<file path="config.mk">
export PLATFORM = sky130hd
export DESIGN_NAME = midi_note_parser_unit_flat
export DESIGN_NICKNAME = d
export VERILOG_FILES = /design/src/rtl/core/mnp_pkg.sv /design/src/rtl/core/mnp_if.sv /design/src/rtl/core/midi_note_parser_unit.sv /design/src/flat_wrapper.sv
export SDC_FILE = /design/constraint.sdc
export NUM_CORES = 1
export LEC_CHECK = 0
export ABC_AREA = 0
export ABC_CLOCK_PERIOD_IN_PS = 2900
export BUFFER_PORTS_ARGS = -buffer_cell sky130_fd_sc_hd__buf_2
export CORE_UTILIZATION = 57
export CTS_BUF_LIST = sky130_fd_sc_hd__clkbuf_4
export CTS_CLUSTER_SIZE = 25
export DETAILED_ROUTE_END_ITERATION = 8
export PLACE_DENSITY = 0.8
export SETUP_SLACK_MARGIN = 0.02
export SYNTH_ARGS = -nofsm -noshare
export SYNTH_HDL_FRONTEND = slang
export SYNTH_SLANG_ARGS = --single-unit
</file>
<file path="constraint.sdc">
create_clock -name clk -period 2.9 [get_ports clk]
set_clock_uncertainty 0.2 [all_clocks]
set_input_delay 0.145 -clock clk [delete_from_list [all_inputs] [get_ports clk]]
set_output_delay 0.145 -clock clk [all_outputs]
set_load 0.02 [all_outputs]
</file>
<file path="src/rtl/core/mnp_pkg.sv">
// ----------------------------------------------------------------------------
// mnp_pkg
// Shared constants for the MIDI note parser: status codes, reset values and
// the note-to-timer-compare table.
// ----------------------------------------------------------------------------
package mnp_pkg;

	localparam int unsigned BYTE_W  = 8;
	localparam int unsigned DATA_W  = 7;
	localparam int unsigned PITCH_W = 16;
	localparam int unsigned NOTES   = 128;

	// status bytes
	localparam logic [BYTE_W-1:0] ST_NOTE_OFF = 8'h80;
	localparam logic [BYTE_W-1:0] ST_NOTE_ON  = 8'h90;
	localparam logic [BYTE_W-1:0] ST_SENSE    = 8'hFE;
	localparam logic [BYTE_W-1:0] ST_STOP     = 8'hFC;
	localparam logic [BYTE_W-1:0] ST_RESET    = 8'hFF;

	localparam logic [BYTE_W-1:0]  NO_NOTE     = 8'hFF;
	localparam logic [PITCH_W-1:0] PITCH_RESET = 16'd400;

	// timer compare value per note number
	localparam logic [PITCH_W-1:0] NOTE_ROM [NOTES] = '{
		16'd65535, 16'd65535, 16'd65535, 16'd65535, 16'd65535, 16'd65535, 16'd64865, 16'd61224,
		16'd57788, 16'd54544, 16'd51483, 16'd48593, 16'd45866, 16'd43292, 16'd40862, 16'd38568,
		16'd36404, 16'd34360, 16'd32432, 16'd30612, 16'd28893, 16'd27272, 16'd25741, 16'd24296,
		16'd22933, 16'd21645, 16'd20430, 16'd19284, 16'd18201, 16'd17180, 16'd16215, 16'd15305,
		16'd14446, 16'd13635, 16'd12870, 16'd12148, 16'd11466, 16'd10822, 16'd10215, 16'd9641,
		16'd9100,  16'd8589,  16'd8107,  16'd7652,  16'd7223,  16'd6817,  16'd6435,  16'd6073,
		16'd5732,  16'd5411,  16'd5107,  16'd4820,  16'd4550,  16'd4294,  16'd4053,  16'd3826,
		16'd3611,  16'd3408,  16'd3217,  16'd3036,  16'd2866,  16'd2705,  16'd2553,  16'd2410,
		16'd2274,  16'd2147,  16'd2026,  16'd1912,  16'd1805,  16'd1704,  16'd1608,  16'd1518,
		16'd1432,  16'd1352,  16'd1276,  16'd1204,  16'd1137,  16'd1073,  16'd1013,  16'd956,
		16'd902,   16'd851,   16'd803,   16'd758,   16'd716,   16'd675,   16'd637,   16'd602,
		16'd568,   16'd536,   16'd506,   16'd477,   16'd450,   16'd425,   16'd401,   16'd379,
		16'd357,   16'd337,   16'd318,   16'd300,   16'd283,   16'd267,   16'd252,   16'd238,
		16'd225,   16'd212,   16'd200,   16'd189,   16'd178,   16'd168,   16'd159,   16'd150,
		16'd141,   16'd133,   16'd126,   16'd119,   16'd112,   16'd106,   16'd100,   16'd94,
		16'd89,    16'd84,    16'd79,    16'd74,    16'd70,    16'd66,    16'd62,    16'd59
	};

endpackage

</file>
<file path="src/rtl/core/mnp_if.sv">
// ----------------------------------------------------------------------------
// mnp_if
// Valid/ready channels of the MIDI note parser: received bytes in, note
// state out.
// ----------------------------------------------------------------------------
interface mnp_byte_if;
	logic       valid;
	logic       ready;
	logic [7:0] rx_byte;

	modport source (output valid, output rx_byte, input ready);
	modport sink   (input valid, input rx_byte, output ready);
endinterface

interface mnp_note_if;
	logic        valid;
	logic        ready;
	logic        gate;
	logic [15:0] pitch_count;
	logic        midi_active;

	modport source (output valid, output gate, output pitch_count, output midi_active,
		input ready);
	modport sink   (input valid, input gate, input pitch_count, input midi_active,
		output ready);
endinterface

</file>
<file path="src/rtl/core/midi_note_parser_unit.sv">
// ----------------------------------------------------------------------------
// midi_note_parser_unit
// Monophonic MIDI note parser: tracks gate, pitch and activity from a byte
// stream with running status.
// ----------------------------------------------------------------------------
// Usage:
//   rx  : one received MIDI byte per beat (status if bit 7 is set).
//   res : one beat per input byte, carrying gate, pitch_count and
//         midi_active as they stand after that byte.
// From the rx beat to the res beat, the byte is registered, then decoded
// against the parser state, and the updated state is the result register.
// One byte is taken every cycle unless a stalled result blocks the decode
// stage; the only loop is the state update in the decode stage.
// At reset the parser is idle, the gate is on, pitch_count is 400, no note
// is held and midi_active is low.
// When the receiver stalls, the result holds, the registered byte waits in
// the decode stage and rx stays ready until that stage is occupied too.
// ----------------------------------------------------------------------------
module midi_note_parser_unit (
	input  logic              clk,
	input  logic              arst_n,
	mnp_byte_if.sink          rx,
	mnp_note_if.source        res
);
	import mnp_pkg::*;

	localparam logic [1:0] MODE_IDLE = 2'd0;
	localparam logic [1:0] MODE_OFF  = 2'd1;
	localparam logic [1:0] MODE_ON   = 2'd2;

	// input stage
	logic              v_s1;
	logic [BYTE_W-1:0] byte_s1;

	// parser state, also the result register
	logic               v_s2;
	logic [1:0]         mode_q;
	logic [1:0]         left_q;
	logic [BYTE_W-1:0]  held_q;
	logic [DATA_W-1:0]  first_q;
	logic [PITCH_W-1:0] pitch_q;
	logic               gate_q;
	logic               seen_q;

	logic               load_s2;
	logic               adv_s1;
	logic [1:0]         mode_n;
	logic [1:0]         left_n;
	logic [BYTE_W-1:0]  held_n;
	logic [PITCH_W-1:0] pitch_n;
	logic               gate_n;
	logic               seen_n;
	logic               store_first;
	logic [DATA_W-1:0]  note;
	logic [DATA_W-1:0]  vel;
	logic               note_match;

	assign load_s2  = !v_s2 || res.ready;
	assign adv_s1   = v_s1 && load_s2;
	assign rx.ready = !v_s1 || load_s2;

	assign note       = first_q;
	assign vel        = byte_s1[DATA_W-1:0];
	assign note_match = ({1'b0, note} == held_q);

	always_comb begin
		mode_n      = mode_q;
		left_n      = left_q;
		held_n      = held_q;
		pitch_n     = pitch_q;
		gate_n      = gate_q;
		seen_n      = seen_q;
		store_first = 1'b0;
		if (byte_s1[BYTE_W-1]) begin
			seen_n = 1'b1;
			unique case (byte_s1)
				ST_NOTE_OFF: begin
					mode_n = MODE_OFF;
					left_n = 2'd2;
				end
				ST_NOTE_ON: begin
					mode_n = MODE_ON;
					left_n = 2'd2;
				end
				ST_SENSE: begin
				end
				ST_STOP, ST_RESET: begin
					gate_n = 1'b0;
					mode_n = MODE_IDLE;
					left_n = 2'd0;
				end
				default: begin
					mode_n = MODE_IDLE;
					left_n = 2'd0;
				end
			endcase
		end else if (left_q == 2'd2) begin
			store_first = 1'b1;
			left_n      = 2'd1;
		end else if (left_q == 2'd1) begin
			// second data byte completes the message
			left_n = 2'd0;
			unique case (mode_q)
				MODE_OFF: begin
					left_n = 2'd2;
					if (note_match) begin
						gate_n = 1'b0;
						held_n = NO_NOTE;
					end
				end
				MODE_ON: begin
					left_n = 2'd2;
					if (vel == '0) begin
						if (note_match) begin
							gate_n = 1'b0;
							held_n = NO_NOTE;
						end
					end else begin
						gate_n  = 1'b1;
						pitch_n = NOTE_ROM[note];
						held_n  = {1'b0, note};
					end
				end
				default: begin
				end
			endcase
		end
	end

	always_ff @(posedge clk or negedge arst_n) begin
		if (!arst_n) begin
			v_s1 <= 1'b0;
		end else if (rx.ready) begin
			v_s1 <= rx.valid;
		end
	end

	always_ff @(posedge clk) begin
		if (rx.valid && rx.ready) begin
			byte_s1 <= rx.rx_byte;
		end
	end

	always_ff @(posedge clk or negedge arst_n) begin
		if (!arst_n) begin
			v_s2    <= 1'b0;
			mode_q  <= MODE_IDLE;
			left_q  <= 2'd0;
			held_q  <= NO_NOTE;
			pitch_q <= PITCH_RESET;
			gate_q  <= 1'b1;
			seen_q  <= 1'b0;
		end else begin
			if (load_s2) begin
				v_s2 <= v_s1;
			end
			// state moves only together with a new result
			if (adv_s1) begin
				mode_q  <= mode_n;
				left_q  <= left_n;
				held_q  <= held_n;
				pitch_q <= pitch_n;
				gate_q  <= gate_n;
				seen_q  <= seen_n;
			end
		end
	end

	always_ff @(posedge clk) begin
		if (adv_s1 && store_first) begin
			first_q <= byte_s1[DATA_W-1:0];
		end
	end

	assign res.valid       = v_s2;
	assign res.gate        = gate_q;
	assign res.pitch_count = pitch_q;
	assign res.midi_active = seen_q;

	a_mode_left: assert property (@(posedge clk) disable iff (!arst_n)
		(mode_q == MODE_IDLE) == (left_q == 2'd0))
		else $error("message mode and data count disagree");

	a_held_range: assert property (@(posedge clk) disable iff (!arst_n)
		held_q[BYTE_W-1] |-> (held_q == NO_NOTE))
		else $error("held note out of range");

	a_stall_hold: assert property (@(posedge clk) disable iff (!arst_n)
		(res.valid && !res.ready) |=> ($stable(gate_q) && $stable(pitch_q) && $stable(held_q)
			&& $stable(mode_q) && $stable(left_q) && $stable(seen_q)))
		else $error("parser state changed under a stalled result");

	a_status_seen: assert property (@(posedge clk) disable iff (!arst_n)
		(adv_s1 && byte_s1[BYTE_W-1]) |=> (seen_q && v_s2))
		else $error("status byte did not mark midi active");

endmodule

</file>
<file path="src/flat_wrapper.sv">
// flat-port wrapper written by rule: the top's interface ports become plain ports
module midi_note_parser_unit_flat import mnp_pkg::*;
  (clk, arst_n, rx_valid, rx_rx_byte, rx_ready, res_valid, res_gate, res_pitch_count, res_midi_active, res_ready);
  mnp_byte_if rx_i ();
  mnp_note_if res_i ();
  input  logic clk;
  input  logic arst_n;
  input wire logic [$bits(rx_i.valid)-1:0] rx_valid;
  input wire logic [$bits(rx_i.rx_byte)-1:0] rx_rx_byte;
  output wire logic [$bits(rx_i.ready)-1:0] rx_ready;
  output wire logic [$bits(res_i.valid)-1:0] res_valid;
  output wire logic [$bits(res_i.gate)-1:0] res_gate;
  output wire logic [$bits(res_i.pitch_count)-1:0] res_pitch_count;
  output wire logic [$bits(res_i.midi_active)-1:0] res_midi_active;
  input wire logic [$bits(res_i.ready)-1:0] res_ready;
  assign rx_i.valid = rx_valid;
  assign rx_i.rx_byte = rx_rx_byte;
  assign rx_ready = rx_i.ready;
  assign res_valid = res_i.valid;
  assign res_gate = res_i.gate;
  assign res_pitch_count = res_i.pitch_count;
  assign res_midi_active = res_i.midi_active;
  assign res_i.ready = res_ready;
  midi_note_parser_unit u_core (.clk(clk), .arst_n(arst_n), .rx(rx_i), .res(res_i));
endmodule
</file>
==> impl_metrics.yaml <==
setup_path:
  worstPathArrival_ps: 2750
  cp-end-kind: "register"
  critPathRequiredTime_ps: 3040
  critPathKind: "register to register"
  cp_max_fo: 63
  setup.worst_path.start_class: "register"
clocking:
  clock-root-buffer: "clkbuf_4"
  clk_pin_slew_ps: 170
  cts_max_level: 2
  clock_latency_ps: 390
  cts_tree: "done"
  clkSinkCount: 47
  cts_buffers: 5
  cts.repair.resized: 0
  cts_max_path_buffers: 2
  cts_setup_buffers: 0
power_and_ir_drop:
  ir_drop_mv: 0.339
  powerDensity_nw_per_um2: 353
  p_leak_nw: 1.81
final_layout:
  layout.nets: 531
  fillers: 530
  antenna_cells: 0
  areaGrowthSynthToFinish_pct: 13.3
  final_cell_area_um2: 4400
  drive_gt1_share_pct: 18.5
drt:
  totalWireLength_mm: 13.2
  ant_nets: 0
  drt_drc_violations_left: 3
  drtPass1Iterations: 9
  initialDrtViolationCount: 768
  wire_per_inst_um: 22.8
  vias: 4022
  avgViaCountPerCell: 6.95
logic_synthesis:
  synthesis.area_um2: 3880
  synth-adder-area-share_pct: 5.80
  synth_ff_type: "dfrtp_1"
  synth-seq-cells: 47
  synth_edf_count: 15
  seq_area_frac_synth_pct: 32.6
  synth_largest_area_cell: "dfrtp_1"
  syn_inst: 462
  yosysMostFrequentCell: "nand2_1"
  ys_types: 66
  yosys.area_share.simple_pct: 22.2
  synth_compound_area_share_pct: 29.1
  postSynth.asyncResetShare_pct: 68.1
  synth_common_cells: "42 x nand2_1, 33 x nor2_1, 26 x a21oi_1"
  synth_top_cell_area_share_pct: 12.9
  yosysWarnings: 0
  muxShareOfSynthArea_pct: 2.58
  syn-num-nets: 492
  synth_area_leaders: "dfrtp_1 13%, edfxtp_1 12%, dfstp_2 8.1%"
  synth_top_family_by_area: "compound AO/OA/AOI/OAI gates"
  synth.avg_cell_area_um2: 8.40
  synthXorXnorAreaFrac_pct: 1.81
sta:
  fin_crit_ps: 2610
  final_hold_viol_count: 0
  timing.fmax_mhz: 383
  rsz0062_at_grt: "no"
  drv_slew: 0
  finalSetupViolCount: 0
  fin_tns_setup_ps: 0
  fin_ws_ps: 290
  period_share_pct: 90.0
  maxSlewHeadroom_pct: 48.1
  tightestPinTransition_ps: 779
status:
  violations: "DRC"
  outcome: "finished, violations left"
floorplanning:
  fp.dieH_um: 84.5
  dieArea_um2: 7140
  io_pins: 32
  start_util_pct: 60.1
  core_area_um2: 6460
  die_w_um: 84.5
  std_cell_rows: 29
global_route:
  antenna_found_initial: 0
  overflow: 0
  grt_max_degree: 64
  first_global_vias: 4008
  grt.total_usage_pct: 39.0
  grt_pass1_wl_mm: 21.4
place:
  io_buffers: 31
  dpl.hpwl_mm: 9.26
  place.gp.congestion: 1.04
  place_ws_ps: 333
  placed_area_um2: 4210
worst_hold_path:
  hold_path.class: "input pin to asynchronous set/reset pin"
run:
  drv_cap: 0
## path summary, 6_finish.rpt
check                      slack [ps]  cells after the start                   endpoint                   start
max                               290                      9  u_core.res.pitch_count[7]       u_core.first_q[2]
min                               140                      2  u_core.res.pitch_count[5]                  arst_n
max reg2reg                       290                      9  u_core.res.pitch_count[7]       u_core.first_q[2]
min reg2reg                       280                      1     u_core.res.midi_active  u_core.res.midi_active
max in group asynchronous        1850                      2           u_core.mode_q[0]                  arst_n
min in group clk                  260                      2          u_core.byte_s1[0]           rx_rx_byte[0]
## kinds of logic (layout without fill, tap and decap cells)
family          count (synthesis)  in the layout
simple gates                  167            167
compound gates                158            158
buf+inv                        57             97
flops                          47             47
fa+ha+maj                      18             18
xor+xnor                        8              8
mux                             7              7
## worst max-delay path, cell delays in order (launching register included)
cell and delay [ps]:
edfxtp_1 450, buf_12 220, inv_1 180, ha_1 200, buf_4 190, nand2b_1 150
and3_1 220, a32oi_1 250, nand4_1 140, o32a_1 350
## power by group
group          leakage, nW  internal, W  switching (W)
logic                 1.24     0.000168       0.000272
registers            0.531     0.000714      0.0000282
clock network       0.0380     0.000105       0.000262
## per-layer routing
layer	routed length [µm]	up-vias	GRT usage, %
met5	0	-	0
met4	780	0	21.4
met3	1300	70	8.55
met2	6180	310	63.0
met1	4940	1829	48.7
li1	-	1813	-
## final cells by class
cell class,count,area [µm²],share of cell area (%)
multi-input cells,358,2380,54.2
flip-flops and latches,47,1270,28.8
repair buffers,73,526,12.0
well taps,77,96.3,2.19
inverters,16,60.1,1.37
clock buffers,5,37.5,0.854
clock inverters,3,26.3,0.598
## cell usage in the layout (no fill, tap or decap), drive strengths merged, types with 4 or more instances in the layout
master       synthesis  routed
inv                 15      18
dfstp               12      12
a211o                5       5
o31ai                6       6
o211ai               9       9
nand2b              18      18
o32a                 6       6
edfxtp              15      15
a21o                 4       4
ha                  18      18
a211oi              10      10
or3                  4       4
nand3b               4       4
nand3                8       8
nor4                 7       7
dlygate4sd3          0      12
dfrtp               20      20
buf                 16      61
nor3                 8       8
a221oi               4       4
o41ai                4       4
a31oi               14      14
nor2                33      33
a21oi               26      26
clkbuf              25       5
nand2               42      42
nand4                5       5
o311ai               6       6
mux2                 4       4
nor2b               16      16
and2                 8       8
o22a                 9       9
and3                 5       5
o21ai               25      25
xor2                 8       8
## stage by stage
| step | std cells | hold slack [ps] | util [%] | total power (W) |
|---|---|---|---|---|
| floorplan | 462 | -351 | - | 0.00102 |
| global placement | 559 | 61.3 | 65.2 | 0.00116 |
| detailed placement | 559 | 52.2 | 65.2 | 0.00116 |
| CTS | 579 | 154 | 68.1 | 0.00154 |
| global route | 579 | 203 | 68.1 | 0.00161 |
| finish | 579 | 144 | 68.1 | 0.00155 |
## sequential cells by signal, summed over array words and instances, names as in the netlist, 2 cells and up
signal	count
u_core.res.pitch_count	16
u_core.held_q	8
u_core.mode_q	2
u_core.left_q	2
u_core.byte_s1	8
u_core.first_q	7
## what timing repair did
item,4_1_cts,5_1_grt
hold buffers,12,0
endpoints found under the setup margin,0,0
endpoints found under the hold margin,30,0
Note: power is estimated with default switching activity, not from simulation.
